[src/float_frame_tail_deframer_macros.svh]
// assertion helpers for the rtl datapath
// all checks are sampled on clk and held off while rst_n is low
`ifndef FLOAT_FRAME_TAIL_DEFRAMER_MACROS_SVH
`define FLOAT_FRAME_TAIL_DEFRAMER_MACROS_SVH

// same-cycle implication
`define FFD_ASSERT_NOW(label, ante, cons, msg) \
  label: assert property (@(posedge clk) disable iff (!rst_n) (ante) |-> (cons)) \
    else $error(msg);

// next-cycle implication
`define FFD_ASSERT_NEXT(label, ante, cons, msg) \
  label: assert property (@(posedge clk) disable iff (!rst_n) (ante) |=> (cons)) \
    else $error(msg);

`endif

[src/ffd_pkg.sv]
package ffd_pkg;

  localparam int MAX_WORDS_DEF = 64;
  localparam int WIDX_OUT_W    = 6;
  localparam int FLOAT_W       = 32;

  // tail sequence 00 00 80 7f, first three bytes as seen in the history register
  localparam logic [23:0] TAIL_HEAD = 24'h000080;
  localparam logic [7:0]  TAIL_LAST = 8'h7F;

  typedef struct packed {
    logic byte_take;  // input beat accepted this cycle
    logic issue_rd;   // read one stored byte
    logic load_out;   // move gathered word into the output register
  } cmd_t;

  typedef struct packed {
    logic tail_good;  // incoming byte closes a frame that must be emitted
    logic lane_end;   // read of the top byte of a word is being issued
    logic last_word;  // current word is the final one of the frame
    logic out_free;   // output register can take a word this cycle
  } status_t;

endpackage

[src/ffd_ctrl.sv]
module ffd_ctrl (
  input  logic             clk,
  input  logic             rst_n,
  input  logic             in_valid,
  output logic             in_stall,
  input  ffd_pkg::status_t sts,
  output ffd_pkg::cmd_t    cmd
);
  import ffd_pkg::*;

  localparam logic [1:0] S_COLLECT = 2'd0;
  localparam logic [1:0] S_FETCH   = 2'd1;
  localparam logic [1:0] S_GATHER  = 2'd2;
  localparam logic [1:0] S_LOAD    = 2'd3;

  logic [1:0] state_r;
  logic [1:0] state_nxt;

  always_comb begin
    state_nxt     = state_r;
    cmd.byte_take = 1'b0;
    cmd.issue_rd  = 1'b0;
    cmd.load_out  = 1'b0;
    unique case (state_r)
      S_COLLECT: begin
        cmd.byte_take = in_valid;
        if (in_valid && sts.tail_good) begin
          state_nxt = S_FETCH;
        end
      end
      S_FETCH: begin
        cmd.issue_rd = 1'b1;
        if (sts.lane_end) begin
          state_nxt = S_GATHER;
        end
      end
      // last byte of the word lands in the gather register
      S_GATHER: begin
        state_nxt = S_LOAD;
      end
      S_LOAD: begin
        if (sts.out_free) begin
          cmd.load_out = 1'b1;
          state_nxt    = sts.last_word ? S_COLLECT : S_FETCH;
        end
      end
      default: begin
        state_nxt = S_COLLECT;
      end
    endcase
  end

  always_ff @(posedge clk) begin
    if (!rst_n) begin
      state_r <= S_COLLECT;
    end else begin
      state_r <= state_nxt;
    end
  end

  assign in_stall = (state_r != S_COLLECT);

endmodule

[src/ffd_datapath.sv]
`include "float_frame_tail_deframer_macros.svh"

module ffd_datapath #(
  parameter int MAX_WORDS = ffd_pkg::MAX_WORDS_DEF
) (
  input  logic                           clk,
  input  logic                           rst_n,
  input  logic [7:0]                     in_byte_in,
  input  ffd_pkg::cmd_t                  cmd,
  output ffd_pkg::status_t               sts,
  input  logic                           out_stall,
  output logic                           out_valid,
  output logic [ffd_pkg::FLOAT_W-1:0]    out_float_bits,
  output logic [ffd_pkg::WIDX_OUT_W-1:0] out_word_index,
  output logic                           out_last_of_frame
);
  import ffd_pkg::*;

  localparam int STORE_DEPTH = 4 * MAX_WORDS;
  localparam int ADDR_W      = $clog2(STORE_DEPTH);
  localparam int CNT_W       = $clog2(STORE_DEPTH + 4);
  localparam int WIDX_W      = (MAX_WORDS > 1) ? $clog2(MAX_WORDS) : 1;

  localparam logic [CNT_W-1:0] CNT_CAP   = CNT_W'(STORE_DEPTH + 3);
  localparam logic [CNT_W-1:0] STORE_LIM = CNT_W'(STORE_DEPTH);

  // frame byte store, no reset
  logic [7:0] mem [STORE_DEPTH];

  logic [CNT_W-1:0]  cnt_r;
  logic [23:0]       recent_r;
  logic              ovf_r;
  logic [WIDX_W-1:0] last_widx_r;
  logic [WIDX_W-1:0] widx_r;
  logic [1:0]        lane_r;
  logic [7:0]        rd_data_r;
  logic              rd_pend_r;
  logic [31:0]       word_r;

  logic                  out_valid_r;
  logic [FLOAT_W-1:0]    out_bits_r;
  logic [WIDX_OUT_W-1:0] out_idx_r;
  logic                  out_last_r;

  logic              tail_hit;
  logic [CNT_W-1:0]  payload;
  logic [CNT_W-1:0]  words_m1;
  logic [ADDR_W-1:0] rd_addr;
  logic              out_take;

  assign tail_hit = (cnt_r >= CNT_W'(3)) && (recent_r == TAIL_HEAD) && (in_byte_in == TAIL_LAST);
  assign payload  = cnt_r - CNT_W'(3);
  assign words_m1 = (payload >> 2) - CNT_W'(1);
  assign rd_addr  = ADDR_W'({widx_r, lane_r});
  assign out_take = out_valid_r && !out_stall;

  assign sts.tail_good = tail_hit && !ovf_r && (payload != '0) && (payload[1:0] == 2'b00)
                      && (payload <= STORE_LIM);
  assign sts.lane_end  = (lane_r == 2'd3);
  assign sts.last_word = (widx_r == last_widx_r);
  assign sts.out_free  = !out_valid_r || !out_stall;

  // store write and registered store read
  always_ff @(posedge clk) begin
    if (cmd.byte_take && !tail_hit && (cnt_r < STORE_LIM)) begin
      mem[cnt_r[ADDR_W-1:0]] <= in_byte_in;
    end
    if (cmd.issue_rd) begin
      rd_data_r <= mem[rd_addr];
    end
  end

  // frame tracking
  always_ff @(posedge clk) begin
    if (!rst_n) begin
      cnt_r    <= '0;
      recent_r <= '0;
      ovf_r    <= 1'b0;
    end else if (cmd.byte_take) begin
      if (tail_hit) begin
        cnt_r    <= '0;
        recent_r <= '0;
        ovf_r    <= 1'b0;
      end else begin
        if (cnt_r >= CNT_CAP) begin
          ovf_r <= 1'b1;
        end else begin
          cnt_r <= cnt_r + CNT_W'(1);
        end
        recent_r <= {recent_r[15:0], in_byte_in};
      end
    end
  end

  // drain sequencing
  always_ff @(posedge clk) begin
    if (!rst_n) begin
      widx_r    <= '0;
      lane_r    <= '0;
      rd_pend_r <= 1'b0;
    end else begin
      rd_pend_r <= cmd.issue_rd;
      if (cmd.byte_take && sts.tail_good) begin
        widx_r <= '0;
        lane_r <= '0;
      end else begin
        if (cmd.issue_rd) begin
          lane_r <= lane_r + 2'd1;
        end
        if (cmd.load_out && !sts.last_word) begin
          widx_r <= widx_r + WIDX_W'(1);
        end
      end
    end
  end

  always_ff @(posedge clk) begin
    if (cmd.byte_take && sts.tail_good) begin
      last_widx_r <= words_m1[WIDX_W-1:0];
    end
    // little endian: first byte shifts down to bits 7..0
    if (rd_pend_r) begin
      word_r <= {rd_data_r, word_r[31:8]};
    end
  end

  // output register
  always_ff @(posedge clk) begin
    if (!rst_n) begin
      out_valid_r <= 1'b0;
    end else if (cmd.load_out) begin
      out_valid_r <= 1'b1;
    end else if (out_take) begin
      out_valid_r <= 1'b0;
    end
  end

  always_ff @(posedge clk) begin
    if (cmd.load_out) begin
      out_bits_r <= word_r;
      out_idx_r  <= WIDX_OUT_W'(widx_r);
      out_last_r <= sts.last_word;
    end
  end

  assign out_valid         = out_valid_r;
  assign out_float_bits    = out_bits_r;
  assign out_word_index    = out_idx_r;
  assign out_last_of_frame = out_last_r;

  `FFD_ASSERT_NOW(a_load_when_free, cmd.load_out, !out_valid_r || !out_stall, "load over held word")
  `FFD_ASSERT_NOW(a_no_take_in_drain, cmd.issue_rd, !cmd.byte_take, "byte taken while draining")
  `FFD_ASSERT_NOW(a_widx_bound, cmd.issue_rd, widx_r <= last_widx_r, "read past frame end")
  `FFD_ASSERT_NEXT(a_frame_restart, cmd.byte_take && tail_hit, (cnt_r == '0) && !ovf_r, "frame not restarted")

endmodule

[src/float_frame_tail_deframer.sv]
// after the tail's 7f beat each word goes through S_FETCH, S_GATHER and S_LOAD
// 1 byte per cycle while collecting; while draining, words are paced by the single
//   byte read port of the frame store (4 reads, gather, load) and by out_stall
// input is stalled from the tail beat until the last word enters the output register
// reset: synchronous active-low rst_n clears the controller, counters and output valid;
//   frame store contents are not reset
module float_frame_tail_deframer #(
  parameter int MAX_WORDS = ffd_pkg::MAX_WORDS_DEF
) (
  input  logic                           clk,
  input  logic                           rst_n,
  // byte input channel
  input  logic                           in_valid,
  output logic                           in_stall,
  input  logic [7:0]                     in_byte_in,
  // word result channel
  output logic                           out_valid,
  input  logic                           out_stall,
  output logic [ffd_pkg::FLOAT_W-1:0]    out_float_bits,
  output logic [ffd_pkg::WIDX_OUT_W-1:0] out_word_index,
  output logic                           out_last_of_frame
);
  import ffd_pkg::*;

  // commands from the controller, status back from the datapath
  cmd_t    cmd;
  status_t sts;

  // controller: collects beats, then sequences reads and loads per word
  ffd_ctrl u_ctrl (
    .clk      (clk),
    .rst_n    (rst_n),
    .in_valid (in_valid),
    .in_stall (in_stall),
    .sts      (sts),
    .cmd      (cmd)
  );

  // datapath: frame store, tail detect, word gather, output register
  ffd_datapath #(
    .MAX_WORDS (MAX_WORDS)
  ) u_datapath (
    .clk               (clk),
    .rst_n             (rst_n),
    .in_byte_in        (in_byte_in),
    .cmd               (cmd),
    .sts               (sts),
    .out_stall         (out_stall),
    .out_valid         (out_valid),
    .out_float_bits    (out_float_bits),
    .out_word_index    (out_word_index),
    .out_last_of_frame (out_last_of_frame)
  );

endmodule

[config.mk]
export PLATFORM = sky130hd
export DESIGN_NAME = float_frame_tail_deframer
export DESIGN_NICKNAME = d
export VERILOG_FILES = /design/src/ffd_pkg.sv /design/src/ffd_ctrl.sv /design/src/ffd_datapath.sv /design/src/float_frame_tail_deframer.sv
export VERILOG_INCLUDE_DIRS = /design/src /design/src/src
export SDC_FILE = /design/constraint.sdc
export NUM_CORES = 2
export LEC_CHECK = 0
export BUFFER_PORTS_ARGS = -buffer_cell sky130_fd_sc_hd__buf_2
export CAP_MARGIN = 20
export CELL_PAD_IN_SITES_DETAIL_PLACEMENT = 1
export CELL_PAD_IN_SITES_GLOBAL_PLACEMENT = 2
export CORE_AREA = 4 4 466 468
export CTS_BUF_LIST = sky130_fd_sc_hd__clkbuf_8
export DETAILED_ROUTE_END_ITERATION = 16
export DIE_AREA = 0 0 470 472
export PLACE_DENSITY = 0.78
export SLEW_MARGIN = 20
export SYNTH_ARGS = -nofsm -noshare
export SYNTH_HDL_FRONTEND = slang
export SYNTH_SLANG_ARGS = --single-unit
[constraint.sdc]
create_clock -name clk -period 2.85 [get_ports clk]
set_clock_uncertainty 0.05 [all_clocks]
set_input_delay 0.1425 -clock clk [delete_from_list [all_inputs] [get_ports clk]]
set_output_delay 0.1425 -clock clk [all_outputs]
set_load 0.02 [all_outputs]
==> impl_metrics.yaml <==
power_and_ir_drop:
  p_per_area_nw_per_um2: 607
  peakVddDrop_uv: 508
  power_mw: 62.0
  power_leakage_nw: 32.3
critical_path:
  crit_required_ns: 3.57
  r2r-start: "u_datapath.lane_r[0]"
  end_kind: "register"
  worstPathArrival_ns: 3.82
  path_class: "reg2reg"
  r2r_cells: 11
  cp_max_fo: 7
  worst_setup_path_start_kind: "register"
  reg2reg_to: "u_datapath.rd_data_r[2]"
  ff2ff_setup_slack_ns: -0.25
cells_and_area:
  final_cells: 8193
  fin_area_um2: 102000
  fillCellCount: 19899
  fin_nets: 5108
  drive_above_1_share_pct: 36.7
  seqCellArea_um2: 65000
  areaGrowthSynthToFinish_pct: 20.3
  multiInputGateArea_um2: 19700
clock_tree:
  cts.clk_slew.worst_paths_ns: 0.07
  clock_latency_ns: 1.04
  cts-htree-levels: 5
  cts_buffers: 364
  clock-root-buffer: "clkbuf_8"
  cts_tree: "built"
  cts.sinks: 2179
  cts_buffer_depth: 4
sta:
  setup_violations: 8
  period_share_pct: 109
  max_freq_mhz: 323
  slew_viol_final: 0
  fin_ws_ns: -0.245
  slew_headroom_pct: 21.1
  period_needed_ns: 3.10
  final.setup.tns_ns: -1.70
  rsz0062_at_grt: "true"
  tightest_slew_ns: 1.18
  hold_viol: 0
route:
  drt-pass1-iter-count: 6
  vias: 48089
  postRouteAntennaNets: 0
  drt_iter0_drc: 6323
  wl_um: 265000
  drc_errors: 0
  vias_per_cell: 5.87
  wl_per_cell_um: 32.4
min_path:
  whs_endpoint: "u_datapath.mem[38][0]"
  whs_path_depth: 2
  hold_class: "in2reg"
  min_from: "in_byte_in[0]"
placement:
  dp_slack_ns: -0.666
  port_buffers: 52
  gp_congestion: 0.866
  place_area_um2: 93000
  hpwl_um: 167000
  dp.cells: 7462
synth:
  synth_fp_nets: 4234
  ys.warnings.count: 0
  async_flop_share_pct: 0
  seq_area_frac_synth_pct: 76.5
  synthTopCellsByArea: "edfxtp_1, mux4_2, mux2i_1"
  netlist_area_um2: 84900
  yosysTopAreaCell: "edfxtp_1"
  synth_edf_count: 2133
  synth_ff_type: "edfxtp_1"
  synth_commonest_cells: "edfxtp_1, mux4_2, nor2_1, mux2i_1, nand2_1"
  ys_ff_latch: 2179
  syn_area_per_cell_um2: 20.2
  synth.most_common_cell: "edfxtp_1"
  yosysTopAreaCellShare_pct: 75.5
  synth_cells: 4210
  synth_cell_type_count: 88
floorplanning:
  row_count: 170
  core_um2: 214000
  dieArea_um2: 222000
  ios: 53
  die_height_um: 472
  dieWidth_um: 470
  initial_core_util_pct: 39.7
global_route:
  grt_util_all_layers_pct: 23.6
  gr-total-overflow: 0
  grt_max_degree: 197
  grt_pass1_wl_um: 377000
  grt_pass1_vias: 50102
  antenna_found_initial: 7
flow_run:
  maxCapViolations: 0
run_status:
  status: "finished with violations"
  failed_checks: "negative setup slack"
power breakdown:
part           total, mW  switching [mW]  internal (mW)
Clock               25.8            12.5           13.3
Combinational       1.02           0.838          0.184
Sequential          35.2          0.0206           35.2
Total               62.0            13.4           48.6
logic make-up (layout without fill, tap and decap cells):
kind of cell,after synthesis,count (layout),share of synthesized area (%)
DFF,2179,2179,76.5
xor gates and xnor gates,23,23,0.237
buffers and inverters,273,1415,1.93
AOI/OAI and AO/OA,457,457,3.93
muxes,662,662,14.1
and+or+nand+nor,604,604,3.11
adders and majority gates,12,12,0.177
other,0,3,0
cell usage in the layout (no fill, tap or decap), drive strengths merged, types with 7 or more instances in the layout:
cell type	netlist	layout
nand3	32	32
a22oi	75	75
mux2	13	13
clkinv	1	126
a31oi	14	14
mux2i	228	228
a211oi	26	26
o31ai	7	7
clkbuf	120	384
a21oi	73	73
and3	9	9
a221oi	26	26
buf	138	740
nor2b	13	13
xnor2	20	20
dfxtp	46	46
o221ai	33	33
bufinv	0	13
inv	14	132
a21boi	22	22
dlygate4sd3	0	14
nor4	10	10
and2	22	22
a2111oi	12	12
o21ai	45	45
a311oi	7	7
nand2	162	162
o22ai	22	22
nor3	20	20
ha	12	12
edfxtp	2133	2133
a22o	23	23
o211ai	10	10
nor2	299	299
nand3b	7	7
mux4	421	421
timing repair:
item	4_1_cts	5_1_grt
hold endpoints to repair	591	0
cloned	6	3
hold buffers	14	0
endpoints found under the setup margin	2008	1362
pin swaps	25	34
resized for setup	301	122
buffers inserted	30	45
per-stage QoR:
step	hold slack (ns)	util (%)
2_1_floorplan	0.191	-
3_3_place_gp	0.350	43.5
3_5_place_dp	0.353	43.5
4_1_cts	0.0802	47.4
5_1_grt	0.160	47.8
6_report	0.187	47.8
worst max-delay path, stage by stage (launching register included):
cell and delay [ns]:
dfxtp_4 0.41, buf_12 0.14, buf_16 0.18, buf_6 0.14
buf_12 0.13, mux4_2 0.53, mux4_2 0.55, nand2_2 0.10
o311ai_2 0.09, a31oi_1 0.20, buf_4 0.22, o32ai_2 0.09
registers in the layout (all words and copies together), names as in the netlist:
signal / flops
u_datapath.widx_r: 6
u_datapath.cnt_r: 9
u_datapath.word_r: 32
u_datapath.mem: 2048
u_datapath.out_float_bits: 32
u_datapath.rd_data_r: 8
u_datapath.lane_r: 2
u_datapath.last_widx_r: 6
u_datapath.out_word_index: 6
u_datapath.out_valid: 1
u_datapath.rd_pend_r: 1
u_datapath.recent_r: 24
u_datapath.out_last_of_frame: 1
u_datapath.ovf_r: 1
u_ctrl.state_r: 2
layout make-up:
type | instances | share of cell area (%)
multi-input combinational | 1758 | 19.3
inverter | 15 | 0.0551
tap | 2838 | 3.48
antenna | 3 | 0.00735
timing repair buffer | 766 | 7.13
sequential | 2179 | 63.7
clock inverter | 261 | 1.37
clock buffer | 373 | 5.03
how the worst max path moves through the flow:
stage | from | to | cells past startpoint
global route | u_datapath.lane_r[0] | u_datapath.rd_data_r[2] | 11
floorplan | u_datapath.cnt_r[1] | u_datapath.last_widx_r[0] | 9
global placement | u_datapath.cnt_r[1] | u_datapath.mem[101][3] | 9
CTS | u_datapath.lane_r[0] | u_datapath.rd_data_r[6] | 11
finish | u_datapath.lane_r[0] | u_datapath.rd_data_r[2] | 11
detailed placement | u_datapath.lane_r[0] | u_datapath.rd_data_r[7] | 10
routing by layer:
layer	share of wire, %	track usage [%]	wire length, µm	vias up
met2	48	37.3	126000	2819
met5	0.0049	0	13	-
met4	3.9	8.98	10300	2
li1	-	-	-	19189
met3	9.7	5.73	25600	578
met1	39	31.8	103000	25501
(Power assumes the default switching activity.)
